==> src/pte_pkg.sv <==
// shared types, constants and helper functions for the palette tint and fade engine
package pte_pkg;

   localparam int COMP_W        = 6;
   localparam int VALUE_W       = 9;
   localparam int LEVEL_W       = 7;
   localparam int KIND_W        = 4;
   localparam int INDEX_W       = 8;
   localparam int DELTA_W       = 8;
   localparam int GAMMA_W       = 4;
   localparam int CSR_INDEX_W   = 1;
   localparam int CSR_DATA_W    = 4;
   localparam int WIDE_W        = 10;

   typedef logic signed [WIDE_W-1:0] wide_type;

   localparam wide_type COMPONENT_MAX = 10'sd63;
   localparam wide_type LEVEL_LIMIT   = 10'sd63;

   typedef enum logic [KIND_W-1:0] {
      KIND_WRITE      = 4'd0,
      KIND_READ_RAW   = 4'd1,
      KIND_READ_ADJ   = 4'd2,
      KIND_ADD_TINT   = 4'd3,
      KIND_SET_TINT   = 4'd4,
      KIND_ADD_FILTER = 4'd5,
      KIND_SET_FILTER = 4'd6,
      KIND_CLR_FILTER = 4'd7,
      KIND_TICK       = 4'd8,
      KIND_FADE       = 4'd9
   } kind_type;

   typedef enum logic [1:0] {
      ST_IDLE,
      ST_READ,
      ST_FADE
   } state_type;

   localparam logic [CSR_INDEX_W-1:0] CSR_GAMMA_OFFSET   = 1'b0;
   localparam logic [CSR_INDEX_W-1:0] CSR_EFFECTS_ENABLE = 1'b1;

   typedef struct packed {
      logic                accept;
      kind_type            kind;
      logic                adjust;
      logic [GAMMA_W-1:0]  gamma;
   } lane_ctrl_type;

   function automatic logic [COMP_W-1:0] clamp_comp(input wide_type v);
      logic [COMP_W-1:0] r;
      if (v < 0) begin
         r = '0;
      end else if (v > COMPONENT_MAX) begin
         r = COMPONENT_MAX[COMP_W-1:0];
      end else begin
         r = v[COMP_W-1:0];
      end
      return r;
   endfunction

   function automatic logic signed [LEVEL_W-1:0] clamp_level(input wide_type v);
      logic signed [LEVEL_W-1:0] r;
      if (v < -LEVEL_LIMIT) begin
         r = $signed(-LEVEL_LIMIT[LEVEL_W-1:0]);
      end else if (v > LEVEL_LIMIT) begin
         r = $signed(LEVEL_LIMIT[LEVEL_W-1:0]);
      end else begin
         r = $signed(v[LEVEL_W-1:0]);
      end
      return r;
   endfunction

endpackage

==> src/pte_lane.sv <==
// one color channel: tint, filter, fade target and the per-component arithmetic
module pte_lane (
   input  logic                                clock,
   input  logic                                reset,
   input  pte_pkg::lane_ctrl_type              ctrl,
   input  logic signed [pte_pkg::VALUE_W-1:0]  value,
   input  logic [pte_pkg::DELTA_W-1:0]         delta,
   input  logic [pte_pkg::COMP_W-1:0]          raw_comp,
   output logic [pte_pkg::COMP_W-1:0]          write_comp,
   output logic [pte_pkg::COMP_W-1:0]          fade_comp,
   output logic [pte_pkg::COMP_W-1:0]          read_comp
);
   import pte_pkg::*;

   logic signed [LEVEL_W-1:0] tint_ff, tint_in;
   logic signed [LEVEL_W-1:0] filter_ff, filter_in;
   logic [COMP_W-1:0]         target_ff, target_in;

   wide_type value_w, tint_w, filter_w, delta_w, raw_w, target_w;
   wide_type decay_sum, adj_sum, fade_diff;
   logic signed [LEVEL_W-1:0] tint_decayed;

   always_comb begin
      value_w  = WIDE_W'(value);
      tint_w   = WIDE_W'(tint_ff);
      filter_w = WIDE_W'(filter_ff);
      delta_w  = $signed({2'b00, delta});
      raw_w    = $signed({4'b0000, raw_comp});
      target_w = $signed({4'b0000, target_ff});
   end

   // tint moves toward zero and stops there
   always_comb begin
      decay_sum    = '0;
      tint_decayed = tint_ff;
      if (tint_w < 0) begin
         decay_sum    = tint_w + delta_w;
         tint_decayed = (decay_sum > 0) ? '0 : $signed(decay_sum[LEVEL_W-1:0]);
      end else if (tint_w > 0) begin
         decay_sum    = tint_w - delta_w;
         tint_decayed = (decay_sum < 0) ? '0 : $signed(decay_sum[LEVEL_W-1:0]);
      end
   end

   always_comb begin
      tint_in   = tint_ff;
      filter_in = filter_ff;
      target_in = target_ff;
      if (ctrl.accept) begin
         case (ctrl.kind)
            KIND_ADD_TINT:   tint_in   = clamp_level(tint_w + value_w);
            KIND_SET_TINT:   tint_in   = clamp_level(value_w);
            KIND_TICK:       tint_in   = tint_decayed;
            KIND_ADD_FILTER: filter_in = clamp_level(filter_w + value_w);
            KIND_SET_FILTER: filter_in = clamp_level(value_w);
            KIND_CLR_FILTER: filter_in = '0;
            KIND_FADE:       target_in = clamp_comp(value_w);
            default: begin
            end
         endcase
      end
   end

   always_comb begin
      write_comp = clamp_comp(value_w);
      adj_sum    = raw_w + tint_w + filter_w + $signed({6'b000000, ctrl.gamma});
      read_comp  = ctrl.adjust ? clamp_comp(adj_sum) : raw_comp;
      // two unit steps toward the target in one go
      fade_diff  = target_w - raw_w;
      if (fade_diff >= 2) begin
         fade_comp = raw_comp + COMP_W'(2);
      end else if (fade_diff <= -2) begin
         fade_comp = raw_comp - COMP_W'(2);
      end else begin
         fade_comp = target_ff;
      end
   end

   always_ff @(posedge clock) begin
      if (reset) begin
         tint_ff   <= '0;
         filter_ff <= '0;
      end else begin
         tint_ff   <= tint_in;
         filter_ff <= filter_in;
      end
      target_ff <= target_in;
   end

endmodule

==> config.mk <==
export PLATFORM = sky130hd
export DESIGN_NAME = pte_lane
export DESIGN_NICKNAME = d
export VERILOG_FILES = /design/src/pte_pkg.sv /design/src/pte_lane.sv
export SDC_FILE = /design/constraint.sdc
export NUM_CORES = 1
export LEC_CHECK = 0
export BUFFER_PORTS_ARGS = -buffer_cell sky130_fd_sc_hd__buf_2
export CAP_MARGIN = 20
export CORE_MARGIN = 2
export CORE_UTILIZATION = 27
export DETAILED_ROUTE_END_ITERATION = 8
export SLEW_MARGIN = 20
export SYNTH_ARGS = -nofsm -noshare
export SYNTH_HDL_FRONTEND = slang
export SYNTH_SLANG_ARGS = --single-unit
==> constraint.sdc <==
create_clock -name clock -period 6.5 [get_ports clock]
set_input_delay 1.625 -clock clock [delete_from_list [all_inputs] [get_ports clock]]
set_output_delay 1.625 -clock clock [all_outputs]
set_load 0.05 [all_outputs]
==> results_dict.tcl, run 1 <==
set metrics [dict create \
    overflow 0 \
    setup_viol 6 \
    syn_nets 639 \
    rsz0062_at_grt "true" \
    cts_root_buffer "clkbuf_16" \
    insertion_delay_ns 0.25 \
    placed_cells 778 \
    num-fill-cells 1571 \
    status "complete, but fails checks" \
    min_period_ns 6.566 \
    yosysSeqAreaShare 0.1118 \
    syn_inst 531 \
    power_density_nw_per_um2 150.7 \
    synth_top_area_cell "ha_1" \
    drtIter0Drc 226 \
    yosys.area.top_type_share 0.1731 \
    cts.sinks 20 \
    place_congestion 0.8576 \
    grt_pass1_wl_um 20200 \
    grt_pass1_vias 3971 \
    syn_area_um2 4120 \
    coreArea_um2 15030 \
    synthFlopType "dfxtp_1" \
    mostFrequentLayoutCells "nor2_1 (64), inv_1 (61), ha_1 (56)" \
    nNetsFinal 711 \
    cap_violations 0 \
    io_pins 53 \
    fin_cells 790 \
    startpoint_type "primary input" \
    area_growth_pct 21.32 \
    drive_above_1_share 0.1927 \
    synthTopCellsByArea "ha_1 (17%), fa_1 (7.8%), dfxtp_1 (6.8%)" \
    routed_wl_um 12030 \
    critPathCaptureType "primary output" \
    cts_tree "built" \
    fin_total_pwr_uw 753.5 \
    drc 0 \
    start_util 0.2741 \
    routedWlPerCell_um 15.23 \
    drv_slew 0 \
    finClkSkew_ns 0.0006630 \
    max_stage_delay_ns 0.51 \
    crit_cells 17 \
    synth_edf_count 6 \
    crit_family "adder cells" \
    worst_slew_pin_slew_ns 0.9594 \
    place.port_buffers 52 \
    pre_cts_ws_ns -0.1282 \
    numCtsBuffers 3 \
    reg2reg_depth 9 \
    cts.path.max_buffers 2 \
    ctsHtreeMaxLevel 1 \
    yosys_warnings 0 \
    grt_max_degree 17 \
    vias 4083 \
    die_x_um 127.5 \
    synth-seq-cells 20 \
    hold_viol 0 \
    ys_types 73 \
    crit_top_cell "fa_1" \
    grtUsageTotal 0.1511 \
    critPathKind "in2out" \
    die_area_um2 16260 \
    drtPass1Iterations 4 \
    leakagePower_nw 2.264 \
    max-slew-margin-rel 0.3555 \
    critical_path_buf_inv_count 5 \
    route.antenna.remaining_nets 0 \
    syn_avg_cell_area_um2 7.759 \
    dpl.hpwl_um 9972 \
    hold_class "reg2reg" \
    final_common_cell "nor2_1" \
    hold_buffers 0 \
    path_clk_slew_ns 0.06 \
    worst_slack_ns -0.06587 \
    row_count 45 \
    crit_chain "buf_8, clkinvlp_4, fa_1, fa_1, inv_1, ha_2, inv_2, fa_2, nor2b_1, o21ai_1, a21boi_1, o21a_1, o21a_2, nor3_2, mux2_4, a21oi_2, buf_6" \
    async_flop_share 0 \
    worst_ep_arrival_time_ns 4.94 \
    crit_path_top_delay_cell "fa_1" \
    die_h_um 127.5 \
    violations "setup timing" \
    fmax_mhz 152.3 \
    antennaDiodeCount 0 \
    peakVddDrop_uv 101.4 \
    required_ns 4.88 \
    finalCritPeriodShare 1.010 \
    min_path_cells 2 \
    cp_max_fo 6 \
    viasPerCell 5.168 \
    grt_antenna_before_repair 0 \
]
[metrics by stage]
stage	util	TNS (ns)	instance area, um2	hold WS (ns)
after floorplan	-	-0.003939	4178	0.4874
after global placement	0.3160	-0.05885	4751	0.5440
after detailed placement	0.3160	-0.6436	4751	0.5403
after CTS	0.3289	0	4945	0.5482
after global routing	0.3325	-1.633	4999	0.5729
final	0.3325	-0.2631	4999	0.5382
[registers in the layout, summed over array words and instances, names as in the netlist]
signal / cells
filter_ff: 7
tint_ff: 7
target_ff: 6
[final timing paths]
kind	slack [ns]	end	startpoint
hold / removal	0.54	filter_ff[2]$_SDFFE_PP0P_	filter_ff[2]$_SDFFE_PP0P_
setup reg to reg	3.39	tint_ff[1]$_SDFFE_PP0P_	tint_ff[6]$_SDFFE_PP0P_
setup / recovery	-0.07	read_comp[1]	raw_comp[1]
hold reg to reg	0.54	filter_ff[2]$_SDFFE_PP0P_	filter_ff[2]$_SDFFE_PP0P_
[final cells by class]
type / count / area, um2 / share of cell area
Tap cell: 188 / 235.2 / 0.04706
Timing Repair Buffer: 75 / 486.7 / 0.09737
Multi-Input combinational cell: 439 / 3467 / 0.6936
Clock buffer: 3 / 75.07 / 0.01502
Clock inverter: 1 / 30.03 / 0.006008
Sequential cell: 20 / 460.4 / 0.09212
Inverter: 64 / 244.0 / 0.04881
[worst reg2reg max path: stages, from the launching register on]
cell and delay, ns:
dfxtp_1 0.76, ha_1 0.44, nand2b_1 0.22, a21oi_1 0.11, a211o_1 0.23, a2111oi_1 0.39
a41oi_1 0.23, nor2_1 0.27, nand2_1 0.08, a311oi_1 0.28
[layer usage]
metal  up-vias  GRT usage  share of wire
met3        14    0.01968          0.040
met1      1900     0.2066           0.47
met5         -          0              0
met2        88     0.2617           0.49
met4         0    0.01875         0.0094
li1       2081          -              -
[synth_stat cells, types with 3 or more instances]
library cell,count
nor3_1,8
or4_1,4
a211oi_1,13
a31oi_1,7
nor2_1,64
mux2i_1,3
a311oi_1,4
nor4_1,3
o2111a_1,3
or2_2,3
o221ai_1,6
o21bai_1,4
a21o_1,9
nand2b_1,11
a21oi_1,36
nand3b_1,3
a41oi_1,4
or3_1,6
o311ai_0,3
and2_1,3
xnor2_1,10
o211ai_1,5
inv_1,64
a22oi_1,3
xor2_1,14
a21boi_0,3
nor2b_1,7
o2111ai_1,3
o211a_1,3
o31ai_1,3
nand3_1,6
edfxtp_1,6
o21ai_0,33
fa_1,16
o21a_1,8
clkbuf_1,5
dfxtp_1,14
nand2_1,29
ha_1,57
[report_power, final]
part / internal (mW) / leakage, nW / switching, mW
clock network: 0.122 / 0.0511 / 0.0466
registers: 0.134 / 0.164 / 0.00977
logic: 0.177 / 2.05 / 0.264
[kinds of logic (layout without fill, tap and decap cells)]
group | count (synthesis) | count (layout) | synth area share
AOI/OAI and AO/OA | 177 | 177 | 0.3131
and+or+nand+nor | 158 | 158 | 0.1852
adders and majority gates | 73 | 73 | 0.2508
buffers and inverters | 72 | 143 | 0.06681
xor gates and xnor gates | 25 | 25 | 0.05497
DFF | 20 | 20 | 0.1118
muxes | 6 | 6 | 0.01731
[repair_timing]
item,in CTS,in global routing
resized for setup,18,7
setup buffers,5,3
gates cloned,0,0
setup endpoints to repair,6,6
pin swaps,8,9
No activity file was read; power rests on OpenSTA's default activity.
==> run 2: changes to the inputs <==
--- a/config.mk
+++ b/config.mk
@@ -7,6 +7,7 @@
 export LEC_CHECK = 0
 export BUFFER_PORTS_ARGS = -buffer_cell sky130_fd_sc_hd__buf_2
 export CAP_MARGIN = 20
+export CORE_ASPECT_RATIO = 0.5
 export CORE_MARGIN = 2
 export CORE_UTILIZATION = 27
 export DETAILED_ROUTE_END_ITERATION = 8
==> results_dict.tcl, run 2 (synthesized netlist as in run 1, its figures left out) <==
set metrics [dict create \
    status "finished clean" \
    startpoint_type "primary input" \
    drv_slew 0 \
    critPathKind "in2out" \
    die_area_um2 16320 \
    insertion_delay_ns 0.25 \
    die_x_um 178.7 \
    hold_slack_ns 0.5456 \
    fin_total_pwr_uw 749.5 \
    cts_tree "built" \
    worst_slew_pin_slew_ns 0.9074 \
    crit_chain "buf_8, clkinvlp_4, fa_1, fa_1, inv_1, ha_2, inv_2, fa_2, nor2b_2, o21ai_2, a21boi_2, o21a_1, o21a_2, nor3_2, mux2_4, a21oi_2, buf_6" \
    critPathCaptureType "primary output" \
    ctsHtreeMaxLevel 1 \
    peakVddDrop_uv 69.42 \
    routedWlPerCell_um 14.90 \
    crit_path_top_delay_cell "fa_1" \
    fin_setup_tns_ns 0 \
    dpl.hpwl_um 9913 \
    area_growth_pct 21.07 \
    final_common_cell "nor2_1" \
    row_count 31 \
    drc 0 \
    top_layer "met5" \
    fmax_mhz 155.8 \
    max_stage_delay_ns 0.51 \
    postPlaceCellArea_um2 4763 \
    wl_met2_um 5640 \
    cts.path.max_buffers 2 \
    max-slew-margin-rel 0.3904 \
    fin_cells 798 \
    routed_wl_um 11890 \
    grt_max_degree 17 \
    grtUsageTotal 0.1504 \
    leakagePower_nw 2.253 \
    viasPerCell 5.195 \
    place.port_buffers 52 \
    finClkSkew_ns 0.004461 \
    coreArea_um2 14700 \
    crit_top_cell "fa_1" \
    grt_pass1_vias 3993 \
    vias 4146 \
    worst_ep_arrival_time_ns 4.79 \
    drtIter0Drc 255 \
    min_period_ns 6.418 \
    power_density_nw_per_um2 150.2 \
    setup_viol 0 \
    placed_cells 788 \
    path_clk_slew_ns 0.06 \
    mostFrequentLayoutCells "nor2_1 (64), inv_1 (61), ha_1 (56)" \
    grt_antenna_before_repair 2 \
    worst_slack_ns 0.08226 \
    cts.sinks 20 \
    drive_above_1_share 0.1900 \
    cp_max_fo 6 \
    stdcell_area_um2 4989 \
    num-fill-cells 1521 \
    nNetsFinal 709 \
    start_util 0.2803 \
    io_pins 53 \
    finalCritPeriodShare 0.9873 \
    overflow 0 \
    numCtsBuffers 3 \
    dr_wl_met3_um 513 \
    antennaDiodeCount 0 \
    die_h_um 91.35 \
    hold_viol 0 \
    required_ns 4.88 \
    postLayoutCoreUtil 0.3393 \
    place_congestion 0.8477 \
    cap_violations 0 \
    drtPass1Iterations 5 \
    rsz0062_at_grt "true" \
    met1_length_um 5634 \
    reg_top3 "filter_ff: 7 flops, tint_ff: 7 flops, target_ff: 6 flops" \
    hold_class "reg2reg" \
    grt_pass1_wl_um 19970 \
    cts_root_buffer "clkbuf_16" \
    route.antenna.remaining_nets 0 \
    pre_cts_ws_ns -0.1210 \
]
==> run 2: area by class of cell <==
type                            instances  area [um2]  area share
Sequential cell                        20       460.4     0.09230
Clock inverter                          1       30.03    0.006020
Tap cell                              198       247.7     0.04966
Clock buffer                            3       75.07     0.01505
Inverter                               64       244.0     0.04891
Timing Repair Buffer                   73       471.7     0.09456
Multi-Input combinational cell        439        3460      0.6935
==> run 2: worst max-delay path, delay by kind of cell <==
kind                       cells  cell delay, ns
and+or+nand+nor                2            0.19
AOI/OAI and AO/OA              5            0.78
buffers and inverters          5            0.43
adders and majority gates      4            1.45
muxes                          1            0.32
==> run 2: where the power goes <==
group	switching (mW)	internal, mW	total (mW)
combinational	0.263	0.174	0.437
sequential	0.00956	0.134	0.143
clock	0.0469	0.122	0.169
total	0.319	0.430	0.750
==> run 2: repair_timing <==
action	CTS	global route
resized for setup	11	15
pin swaps	5	5
endpoints found under the setup margin	6	6
setup buffers	6	0
hold buffers	0	0
==> run 2: path summary, 6_finish.rpt <==
path                        startpoint                   endpoint  slack (ns)  depth (start not counted)
max                        raw_comp[1]               read_comp[0]        0.08                         17
min          filter_ff[2]$_SDFFE_PP0P_  filter_ff[2]$_SDFFE_PP0P_        0.55                          2
max reg2reg    tint_ff[6]$_SDFFE_PP0P_    tint_ff[4]$_SDFFE_PP0P_        3.43                          9
min reg2reg  filter_ff[2]$_SDFFE_PP0P_  filter_ff[2]$_SDFFE_PP0P_        0.55                          2
==> run 2: routing by layer <==
| metal | vias to the layer above | global-route usage |
|---|---|---|
| met5 | - | 0 |
| met4 | 2 | 0.02371 |
| met3 | 13 | 0.02261 |
| met2 | 69 | 0.2523 |
| met1 | 1972 | 0.2069 |
| li1 | 2090 | - |
